--- src/sv/bsfr_pkg.sv ---
// Types and constants shared by the byte-stuffed frame receiver.
`default_nettype none

package bsfr_pkg;

  // Largest raw length the receiver allows, whatever max_length holds.
  localparam int MAX_FRAME = 256;

  localparam int CountW = 9;
  localparam int ByteW = 8;
  localparam int KindW = 3;
  localparam int CfgIdxW = 3;
  localparam int CfgDataW = 9;
  localparam int LimitW = 17;

  // Result kinds.
  localparam logic [KindW-1:0] KIND_DATA = 3'd0;
  localparam logic [KindW-1:0] KIND_GOOD = 3'd1;
  localparam logic [KindW-1:0] KIND_LONG = 3'd2;
  localparam logic [KindW-1:0] KIND_SHORT = 3'd3;
  localparam logic [KindW-1:0] KIND_ABORT = 3'd4;

  // Configuration register indexes.
  localparam logic [CfgIdxW-1:0] REG_START_BYTE = 3'd0;
  localparam logic [CfgIdxW-1:0] REG_STOP_BYTE = 3'd1;
  localparam logic [CfgIdxW-1:0] REG_ESCAPE_BYTE = 3'd2;
  localparam logic [CfgIdxW-1:0] REG_STUFF_MASK = 3'd3;
  localparam logic [CfgIdxW-1:0] REG_MAX_LENGTH = 3'd4;
  localparam logic [CfgIdxW-1:0] REG_MIN_LENGTH = 3'd5;

  // Reset values of the configuration registers.
  localparam logic [ByteW-1:0] START_BYTE_RST = 8'hFC;
  localparam logic [ByteW-1:0] STOP_BYTE_RST = 8'hFD;
  localparam logic [ByteW-1:0] ESCAPE_BYTE_RST = 8'hFE;
  localparam logic [ByteW-1:0] STUFF_MASK_RST = 8'h20;
  localparam logic [CountW-1:0] MAX_LENGTH_RST = 9'd256;
  localparam logic [CountW-1:0] MIN_LENGTH_RST = 9'd4;

  typedef struct packed {
    logic [ByteW-1:0] out_byte;
    logic [KindW-1:0] out_kind;
    logic [CountW-1:0] raw_length;
    logic [CountW-1:0] data_length;
  } result_t;

endpackage

`default_nettype wire

--- src/sv/byte_stuffed_frame_receiver.sv ---
// Byte-stuffed frame receiver: hunts for frames, destuffs bytes, reports frame status.
//
//   channel  direction  handshake             payload
//   rx       in         rx_valid / rx_ready   rx_byte
//   out      out        out_valid / out_ready out_byte, out_kind, raw_length, data_length
//   cfg      in         cfg_write             cfg_index, cfg_data
//
// Each byte is decoded in the cycle it is accepted; any result is registered in the
// output register, or in a second result register that catches it while output stalls;
// one byte per cycle is sustained while the output takes results. rx_ready drops only
// while both registers hold results. Reset is synchronous and returns the receiver to
// hunting with default configuration.
`default_nettype none

module byte_stuffed_frame_receiver import bsfr_pkg::*; (
  input  wire logic                clk,
  input  wire logic                rst,
  input  wire logic                cfg_write,
  input  wire logic [CfgIdxW-1:0]  cfg_index,
  input  wire logic [CfgDataW-1:0] cfg_data,
  input  wire logic                rx_valid,
  output logic                     rx_ready,
  input  wire logic [ByteW-1:0]    rx_byte,
  output logic                     out_valid,
  input  wire logic                out_ready,
  output logic [ByteW-1:0]         out_byte,
  output logic [KindW-1:0]         out_kind,
  output logic [CountW-1:0]        raw_length,
  output logic [CountW-1:0]        data_length
);

  localparam logic [LimitW-1:0] MaxFrameW = LimitW'(MAX_FRAME);

  logic [ByteW-1:0] start_byte;
  logic [ByteW-1:0] stop_byte;
  logic [ByteW-1:0] escape_byte;
  logic [ByteW-1:0] stuff_mask;
  logic [CountW-1:0] max_length;
  logic [CountW-1:0] min_length;

  logic in_frame, in_frame_next;
  logic escape_pending, escape_pending_next;
  logic [CountW-1:0] raw_count, raw_count_next;
  logic [CountW-1:0] data_count, data_count_next;

  logic accept;
  logic has_result;
  result_t result;
  result_t out_reg;
  result_t skid;
  logic skid_valid;
  logic pop;

  logic [LimitW-1:0] limit;
  logic [CountW-1:0] raw_inc;
  logic too_long;

  always_ff @(posedge clk) begin
    if (rst) begin
      start_byte <= START_BYTE_RST;
      stop_byte <= STOP_BYTE_RST;
      escape_byte <= ESCAPE_BYTE_RST;
      stuff_mask <= STUFF_MASK_RST;
      max_length <= MAX_LENGTH_RST;
      min_length <= MIN_LENGTH_RST;
    end else if (cfg_write) begin
      unique case (cfg_index)
        REG_START_BYTE: start_byte <= cfg_data[ByteW-1:0];
        REG_STOP_BYTE: stop_byte <= cfg_data[ByteW-1:0];
        REG_ESCAPE_BYTE: escape_byte <= cfg_data[ByteW-1:0];
        REG_STUFF_MASK: stuff_mask <= cfg_data[ByteW-1:0];
        REG_MAX_LENGTH: max_length <= cfg_data;
        REG_MIN_LENGTH: min_length <= cfg_data;
        default: ;
      endcase
    end
  end

  assign rx_ready = !skid_valid;
  assign accept = rx_valid && rx_ready;
  assign pop = out_valid && out_ready;

  // The raw count is capped by the smaller of max_length and the frame limit.
  assign limit = ({{(LimitW-CountW){1'b0}}, max_length} > MaxFrameW) ?
                 MaxFrameW : {{(LimitW-CountW){1'b0}}, max_length};
  assign raw_inc = raw_count + 1'b1;
  assign too_long = {{(LimitW-CountW){1'b0}}, raw_inc} >= limit;

  always_comb begin
    in_frame_next = in_frame;
    escape_pending_next = escape_pending;
    raw_count_next = raw_count;
    data_count_next = data_count;
    has_result = 1'b0;
    result = '0;
    priority if (!in_frame) begin
      if (rx_byte == start_byte) begin
        in_frame_next = 1'b1;
        escape_pending_next = 1'b0;
        raw_count_next = '0;
        data_count_next = '0;
      end
    end else if (rx_byte == start_byte) begin
      // Restart inside a frame; bytes may already have gone out, so report it if any were counted.
      in_frame_next = 1'b1;
      escape_pending_next = 1'b0;
      raw_count_next = '0;
      data_count_next = '0;
      has_result = (raw_count != '0);
      result.out_kind = KIND_ABORT;
      result.raw_length = raw_count;
      result.data_length = data_count;
    end else if (too_long) begin
      in_frame_next = 1'b0;
      escape_pending_next = 1'b0;
      raw_count_next = raw_inc;
      has_result = 1'b1;
      result.out_kind = KIND_LONG;
      result.raw_length = raw_inc;
      result.data_length = data_count;
    end else if (rx_byte == stop_byte) begin
      in_frame_next = 1'b0;
      escape_pending_next = 1'b0;
      raw_count_next = raw_inc;
      has_result = 1'b1;
      result.out_kind = (raw_inc < min_length) ? KIND_SHORT : KIND_GOOD;
      result.raw_length = raw_count;
      result.data_length = data_count;
    end else if (escape_pending) begin
      escape_pending_next = 1'b0;
      raw_count_next = raw_inc;
      if (rx_byte != escape_byte) begin
        data_count_next = data_count + 1'b1;
        has_result = 1'b1;
        result.out_byte = rx_byte ^ stuff_mask;
        result.out_kind = KIND_DATA;
      end
    end else if (rx_byte == escape_byte) begin
      escape_pending_next = 1'b1;
      raw_count_next = raw_inc;
    end else begin
      raw_count_next = raw_inc;
      data_count_next = data_count + 1'b1;
      has_result = 1'b1;
      result.out_byte = rx_byte;
      result.out_kind = KIND_DATA;
    end
  end

  always_ff @(posedge clk) begin
    if (rst) begin
      in_frame <= 1'b0;
      escape_pending <= 1'b0;
      raw_count <= '0;
      data_count <= '0;
    end else if (accept) begin
      in_frame <= in_frame_next;
      escape_pending <= escape_pending_next;
      raw_count <= raw_count_next;
      data_count <= data_count_next;
    end
  end

  // Output register with one catch register behind it.
  always_ff @(posedge clk) begin
    if (rst) begin
      out_valid <= 1'b0;
      skid_valid <= 1'b0;
    end else if (skid_valid) begin
      if (pop) begin
        out_reg <= skid;
        skid_valid <= 1'b0;
      end
    end else if (accept && has_result) begin
      if (!out_valid || pop) begin
        out_reg <= result;
        out_valid <= 1'b1;
      end else begin
        skid <= result;
        skid_valid <= 1'b1;
      end
    end else if (pop) begin
      out_valid <= 1'b0;
    end
  end

  assign out_byte = out_reg.out_byte;
  assign out_kind = out_reg.out_kind;
  assign raw_length = out_reg.raw_length;
  assign data_length = out_reg.data_length;

endmodule

`default_nettype wire

--- config.mk ---
export PLATFORM = sky130hd
export DESIGN_NAME = byte_stuffed_frame_receiver
export DESIGN_NICKNAME = d
export VERILOG_FILES = /design/src/sv/bsfr_pkg.sv /design/src/sv/byte_stuffed_frame_receiver.sv
export SDC_FILE = /design/constraint.sdc
export NUM_CORES = 1
export LEC_CHECK = 0
export ABC_AREA = 0
export BUFFER_PORTS_ARGS = -buffer_cell sky130_fd_sc_hd__buf_2
export CAP_MARGIN = 20
export CORE_MARGIN = 2
export CORE_UTILIZATION = 28
export CTS_CLUSTER_DIAMETER = 30
export DETAILED_ROUTE_END_ITERATION = 6
export SLEW_MARGIN = 20
export SYNTH_ARGS = -nofsm -noshare
export SYNTH_HDL_FRONTEND = slang
export SYNTH_SLANG_ARGS = --single-unit
--- constraint.sdc ---
create_clock -name clk -period 4.4 [get_ports clk]
set_input_delay 0.22 -clock clk [delete_from_list [all_inputs] [get_ports clk]]
set_output_delay 0.22 -clock clk [all_outputs]
set_load 0.02 [all_outputs]
==> results of run 1 <==
## area by class of cell
class | count | area share, %
Sequential cell | 130 | 42.8
Tap cell | 280 | 4.72
Clock inverter | 12 | 2.86
Clock buffer | 19 | 5.83
Inverter | 21 | 1.06
Timing Repair Buffer | 62 | 4.58
Multi-Input combinational cell | 464 | 38.1
## sequential cells by signal, indices dropped and copies added (netlist names)
name,flops
data_length,9
escape_pending,1
data_count,9
out_byte,8
skid_valid,1
start_byte,8
skid,29
raw_count,9
in_frame,1
min_length,9
out_valid,1
raw_length,9
max_length,9
out_kind,3
stop_byte,8
stuff_mask,8
escape_byte,8
## metal layers
| layer | share of wire (%) | up-vias |
|---|---|---|
| met4 | 1.2 | 0 |
| met3 | 5.3 | 15 |
| met2 | 42 | 136 |
| met1 | 51 | 2231 |
| li1 | - | 2389 |
| met5 | 0 | - |
## metrics by stage
step	total power, mW	setup slack, ns	instances	hold slack (ns)
floorplan	1.36	0.0448	644	0.336
detailed placement	1.41	0.586	957	0.445
finish	2.95	0.526	988	0.0452
CTS	2.97	0.561	988	0.0387
global placement	1.41	0.723	957	0.443
global route	3.04	0.277	988	0.0555
## critical path, delay by kind of cell (launching register included)
| kind | cells | cell delay [ns] |
|---|---|---|
| AOI/OAI and AO/OA | 3 | 1.15 |
| adders and majority gates | 2 | 0.66 |
| and+or+nand+nor | 5 | 0.66 |
| DFF | 1 | 0.55 |
| buffers and inverters | 2 | 0.36 |
| xor gates and xnor gates | 1 | 0.19 |
## worst min-delay path by stage
stage,startpoint,to,slack [ns],cells past startpoint
5_1_grt,cfg_data[8],max_length[8]$_SDFFE_PP1P_,0.06,3
2_1_floorplan,out_ready,skid_valid$_SDFF_PP0_,0.34,1
6_report,cfg_data[8],max_length[8]$_SDFFE_PP1P_,0.05,3
3_5_place_dp,max_length[0]$_SDFFE_PP0P_,max_length[0]$_SDFFE_PP0P_,0.45,2
3_3_place_gp,stuff_mask[6]$_SDFFE_PP0P_,stuff_mask[6]$_SDFFE_PP0P_,0.44,2
4_1_cts,cfg_data[8],max_length[8]$_SDFFE_PP1P_,0.04,3
## Yosys cell counts, types with 6 or more instances
master       n
o2bb2ai_1    7
a221o_1      7
dfxtp_1     72
xnor2_1     11
mux2i_1      8
clkbuf_1    23
a21oi_1     37
nand3_1     28
inv_1       19
nor3_1       6
nand2_1    138
a22oi_1      8
edfxtp_1    58
o21ai_0     16
ha_1        20
xor2_1      27
o31ai_1     19
nor2_1      39
a22o_1       9
and3_1      17
nor2b_1      9
nand2b_1     7
## logic make-up after synthesis
group | count (synthesis) | share of synthesized area (%)
mux | 9 | 1.47
fa+ha+maj | 20 | 4.04
buf+inv | 50 | 3.25
simple gates | 271 | 20.4
xor+xnor | 38 | 5.37
compound gates | 126 | 14.1
flops | 130 | 51.4
## power groups by stage
stage	Combinational, mW	Clock [mW]	Sequential, mW
floorplan	0.0632	0	1.29
global placement	0.111	0	1.30
detailed placement	0.111	0	1.30
CTS	0.112	1.58	1.27
global route	0.123	1.64	1.27
finish	0.111	1.57	1.27
## cell usage in the layout, fill, tap and decap left out, types with 19 or more instances in the layout
| cell type | netlist | routed |
|---|---|---|
| nor2_1 | 39 | 39 |
| inv_1 | 19 | 19 |
| dfxtp_1 | 72 | 72 |
| o31ai_1 | 19 | 19 |
| xor2_1 | 27 | 27 |
| edfxtp_1 | 58 | 58 |
| nand2_1 | 138 | 138 |
| buf_2 | 2 | 55 |
| ha_1 | 20 | 20 |
| nand3_1 | 28 | 28 |
| a21oi_1 | 37 | 36 |
==> reports/metrics.csv, run 1 <==
metric,value,unit
status,finished clean,
fin nets,741,
"top cells by area, synth","edfxtp_1, dfxtp_1, nand2_1, ha_1, xor2_1",
Final Critical Period,3.87,ns
final core occ,34.1,%
syn nets,689,
drt wl/cell,15.2,um
Multi-input gate area,0.00283,sq mm
CP max-delay cell,dfxtp_1,
most used routing layer,met1,
Pre-antenna DRT Iters,5,
ys async rst share,0,%
Synth Area per Inst,9.62,sq um
clk sinks,130,
TritonCTS buffer count,17,
Critical path origin,raw_count[0]$_SDFFE_PP0P_,
Setup TNS Final,0,ns
Total Die Area,0.0233,sq mm
DRC viols,0,
Leakage,2.73,nW
first-pass GRT wire length,24.2,mm
Max stage delay on crit path,0.55,ns
post-synthesis cell type count,59,
post-DP HPWL,10.6,mm
post-route cell area,0.00743,sq mm
remaining antenna violation count after routing,0,
max-capacitance violation count,0,
vias per inst,4.83,
r2r endpoint,raw_length[7]$_DFFE_PP_,
"flops & latches, synth",130,
Initial Util,28.5,%
synthesized cell area,0.00620,sq mm
area share of the largest cell type after synthesis,28.1,%
Die Y,153,um
Rows,54,
Clock Pin Slew Worst Setup and Hold Paths,0.05,ns
R2R Path Start,raw_count[0]$_SDFFE_PP0P_,
period utilization,88.1,%
via count,4771,
post-synth top area cell,edfxtp_1,
H-tree Lvls,4,
Reg2Reg Setup Slack,0.53,ns
largest net degree at the start of global routing,44,
IO Port Bufs,55,
slew margin rel.,47.3,%
met3 Use GR,3.38,%
Cell Pwr Density,397,mW/mm^2
CP Class,flop to flop,
Fin Clk Skew,0.00838,ns
Clock power frac,53.1,%
Min-Delay Path Class,primary input to flop,
Max Slew Vio Count,0,
Diodes inserted,0,
sequential power share,43.1,%
initial antenna violation count,0,
Net Sw Frac,20.2,%
CTS tree,built,
number of flops mapped to enable cells by yosys,58,
worst path cell trace,ha_1 > nand3_1 > nor2_1 > xnor2_1 > inv_1 > ha_1 > nand4_1 > nor2_1 > a211o_1 > nor2_4 > a2111o_1 > a21oi_4 > buf_12,
Mapped Cells,644,
fillers,2267,
CP required,4.53,ns
Boundary Pins,56,
Final Setup Violations,0,
GRT met2 Usage,18.4,%
critical path capture point type,flop,
clock tree buffer depth,2,
Post-CTS Setup Bufs,0,
internal power,2.35,mW
gr usage total,13.0,%
Syn. warnings,0,
Max Clk Rate,0.258,GHz
Die X,153,um
Clock Latency Late Sink,0.42,ns
R2R depth,13,
CTS root buffer,clkbuf_16,
synthesis-to-finish area growth,19.9,%
initial drt markers,450,
final hold vios,0,
DP Area,0.00678,sq mm
power share of the combinational group,3.8,%
arrival time worst endpoint,4.00,ns
met1 usage,19.5,%
CTS resizes,0,
GRT overflow,0,
GPL Wtd Cong,0.791,
vias in the first global route,4450,
final wirelength,15.0,mm
"Seq/Total Area, Yosys",51.4,%
maximum vdd drop,0.286,mV
Synth Flop Type,dfxtp_1,
Worst-Margin Slew,0.785,ns
Switch Pwr,0.595,mW
Critical Path Sink,raw_length[7]$_DFFE_PP_,
hold-fix buffers at CTS,0,
Core ar.,0.0218,sq mm
RSZ-0062 raised after global routing,no,
Seq. cell area,0.00318,sq mm
CP startpoint kind,flop,
Crit Path Max Fanout,21,
fraction of layout cells with a size suffix above 1,14.7,%
Power figures use the tool's default switching activity.
==> run 2, diff against run 1 <==
--- a/config.mk
+++ b/config.mk
@@ -9,9 +9,10 @@
 export BUFFER_PORTS_ARGS = -buffer_cell sky130_fd_sc_hd__buf_2
 export CAP_MARGIN = 20
 export CORE_MARGIN = 2
-export CORE_UTILIZATION = 28
+export CORE_UTILIZATION = 45
 export CTS_CLUSTER_DIAMETER = 30
 export DETAILED_ROUTE_END_ITERATION = 6
+export PLACE_DENSITY = 0.66
 export SLEW_MARGIN = 20
 export SYNTH_ARGS = -nofsm -noshare
 export SYNTH_HDL_FRONTEND = slang
==> reports/metrics.csv, run 2 (synthesized netlist as in run 1, its figures left out) <==
metric,value,unit,change
Worst-Margin Slew,0.906,ns,was 0.785 ns
initial antenna violation count,0,,unchanged
Net Sw Frac,21.1,%,was 20.2%
Final Setup Violations,0,,unchanged
GRT overflow,0,,unchanged
arrival time worst endpoint,3.91,ns,was 4.00 ns
Biggest register,skid,,unchanged
clock tree buffer depth,2,,unchanged
hold-fix buffers at CTS,0,,unchanged
status,finished clean,,unchanged
GPL Wtd Cong,0.846,,was 0.791
fraction of layout cells with a size suffix above 1,15.0,%,was 14.7%
post-DP HPWL,9.87,mm,was 10.6 mm
R2R depth,13,,unchanged
initial drt markers,294,,was 450
largest net degree at the start of global routing,45,,was 44
TritonCTS buffer count,17,,unchanged
clk sinks,130,,unchanged
Pre-antenna DRT Iters,5,,unchanged
critical path capture point type,flop,,unchanged
Max Clk Rate,0.261,GHz,was 0.258 GHz
final wirelength,14.2,mm,was 15.0 mm
Hold Crit Depth,3,,unchanged
R2R Path Start,raw_count[0]$_SDFFE_PP0P_,,unchanged
Diodes inserted,0,,unchanged
maximum vdd drop,0.261,mV,was 0.286 mV
Initial Util,46.4,%,was 28.5%
Boundary Pins,56,,unchanged
number of flip-flops under the largest register name,29,,unchanged
Max Slew Vio Count,0,,unchanged
hold-critical path endpoint,max_length[8]$_SDFFE_PP1P_,,unchanged
sequential power share,44.7,%,was 43.1%
Reg2Reg Setup Slack,0.57,ns,was 0.53 ns
Final Critical Period,3.83,ns,was 3.87 ns
hold wc startpoint,cfg_data[8],,unchanged
vias in the first global route,4564,,"was 4,450"
remaining antenna violation count after routing,0,,unchanged
final hold vios,0,,unchanged
"most common cell after layout, fill and taps aside",nand2_1,,unchanged
CTS resizes,0,,unchanged
power share of the combinational group,3.8,%,about the same
gr usage total,20.1,%,was 13.0%
CP Class,flop to flop,,unchanged
CTS root buffer,clkbuf_16,,unchanged
Rows,42,,was 54
CP required,4.48,ns,was 4.53 ns
Post-CTS Setup Bufs,0,,unchanged
slew margin rel.,39.6,%,was 47.3%
internal power,2.25,mW,was 2.35 mW
Crit Path Max Fanout,29,,was 21
r2r endpoint,out_kind[1]$_DFFE_PP_,,was raw_length[7]$_DFFE_PP_
Cell Pwr Density,393,mW/mm^2,was 397 mW/mm^2
CP startpoint kind,flop,,unchanged
max-capacitance violation count,0,,unchanged
Switch Pwr,0.599,mW,was 0.595 mW
Core ar.,0.0133,sq mm,was 0.0218 sq mm
Setup TNS Final,0,ns,unchanged
CTS tree,built,,unchanged
most frequent cells in the layout,"nand2_1, dfxtp_1, edfxtp_1, buf_2, nor2_1",,unchanged
via count,4805,,"was 4,771"
Total Die Area,0.0147,sq mm,was 0.0233 sq mm
fin nets,740,,was 741
Multi-input gate area,0.00282,sq mm,was 0.00283 sq mm
IO Port Bufs,55,,unchanged
H-tree Lvls,4,,unchanged
DRC viols,0,,unchanged
first-pass GRT wire length,22.9,mm,was 24.2 mm
min setup slack post-route,0.565,ns,was 0.526 ns
DP Cell Count,852,,was 957
non-filler instance count after layout,884,,was 988
period utilization,87.2,%,was 88.1%
Clock power frac,51.5,%,was 53.1%
Seq. cell area,0.00318,sq mm,unchanged
Die Y,121,um,was 153 um
fillers,1247,,"was 2,267"
Fin Clk Skew,0.00715,ns,was 0.00838 ns
Clock Pin Slew Worst Setup and Hold Paths,0.06,ns,was 0.05 ns
Leakage,2.71,nW,was 2.73 nW
RSZ-0062 raised after global routing,no,,unchanged
Min-Delay Path Class,primary input to flop,,unchanged
Die X,121,um,was 153 um
Setup WS pre-CTS,0.636,ns,was 0.586 ns
vias per inst,5.44,,was 4.83
Clock Latency Late Sink,0.42,ns,about the same
synthesis-to-finish area growth,16.9,%,was 19.9%
drt wl/cell,16.1,um,was 15.2 um
## run 2: cell types whose count changed in the layout (fill, tap and decap cells not counted), sizes merged
cell,before,now
clkinv,7,8
clkinvlp,1,3
buf,62,61
bufinv,6,4
## run 2: power groups by stage
stage / combinational (mW) / clock [mW] / sequential [mW]
after floorplan: 0.0632 / 0 / 1.29
after global routing: 0.120 / 1.54 / 1.27
after global placement: 0.105 / 0 / 1.30
final: 0.108 / 1.47 / 1.27
after CTS: 0.108 / 1.49 / 1.27
after detailed placement: 0.107 / 0 / 1.30
## run 2: layer usage
layer / vias to the layer above / wire (um) / track usage [%]
met5: - / 0 / 0
met4: 0 / 209 / 7.04
met3: 16 / 795 / 4.56
met2: 145 / 6540 / 32.4
met1: 2254 / 6650 / 26.8
li1: 2390 / - / -
## run 2: stage by stage
stage               instance area [sq um]  total power, mW  hold WS, ns  utilization, %
global placement                     6630             1.40        0.443            49.6
floorplan                            6200             1.36        0.336               -
global route                         7240             2.93       0.0726            54.3
CTS                                  7240             2.86       0.0416            54.3
finish                               7240             2.84       0.0563            54.3
detailed placement                   6630             1.40        0.449            49.6
## run 2: critical path: stages (launching register included)
cell,delay (ns)
dfxtp_1,0.51
ha_1,0.33
nand3_1,0.10
nor2_1,0.13
xnor2_1,0.19
inv_1,0.14
ha_1,0.34
nand4_1,0.14
nor2_1,0.19
a211o_1,0.29
nor2_4,0.11
a2111o_1,0.46
a21oi_2,0.18
buf_4,0.37
## run 2: area by class of cell
class / instances / area share, %
clock buffers: 19 / 5.98
repair buffers: 61 / 4.42
inverters: 21 / 1.09
multi-input cells: 464 / 39.0
well taps: 176 / 3.04
flip-flops and latches: 130 / 43.9
clock inverters: 13 / 2.57
## run 2: worst max path at each step
| stage | startpoint | to | cells past startpoint |
|---|---|---|---|
| after floorplan | raw_count[0]$_SDFFE_PP0P_ | data_length[0]$_DFFE_PP_ | 12 |
| after global placement | raw_count[0]$_SDFFE_PP0P_ | raw_length[6]$_DFFE_PP_ | 13 |
| after detailed placement | raw_count[0]$_SDFFE_PP0P_ | data_length[6]$_DFFE_PP_ | 13 |
| after CTS | raw_count[0]$_SDFFE_PP0P_ | raw_length[8]$_DFFE_PP_ | 13 |
| after global routing | raw_count[0]$_SDFFE_PP0P_ | raw_length[7]$_DFFE_PP_ | 13 |
| final | raw_count[0]$_SDFFE_PP0P_ | out_kind[1]$_DFFE_PP_ | 13 |
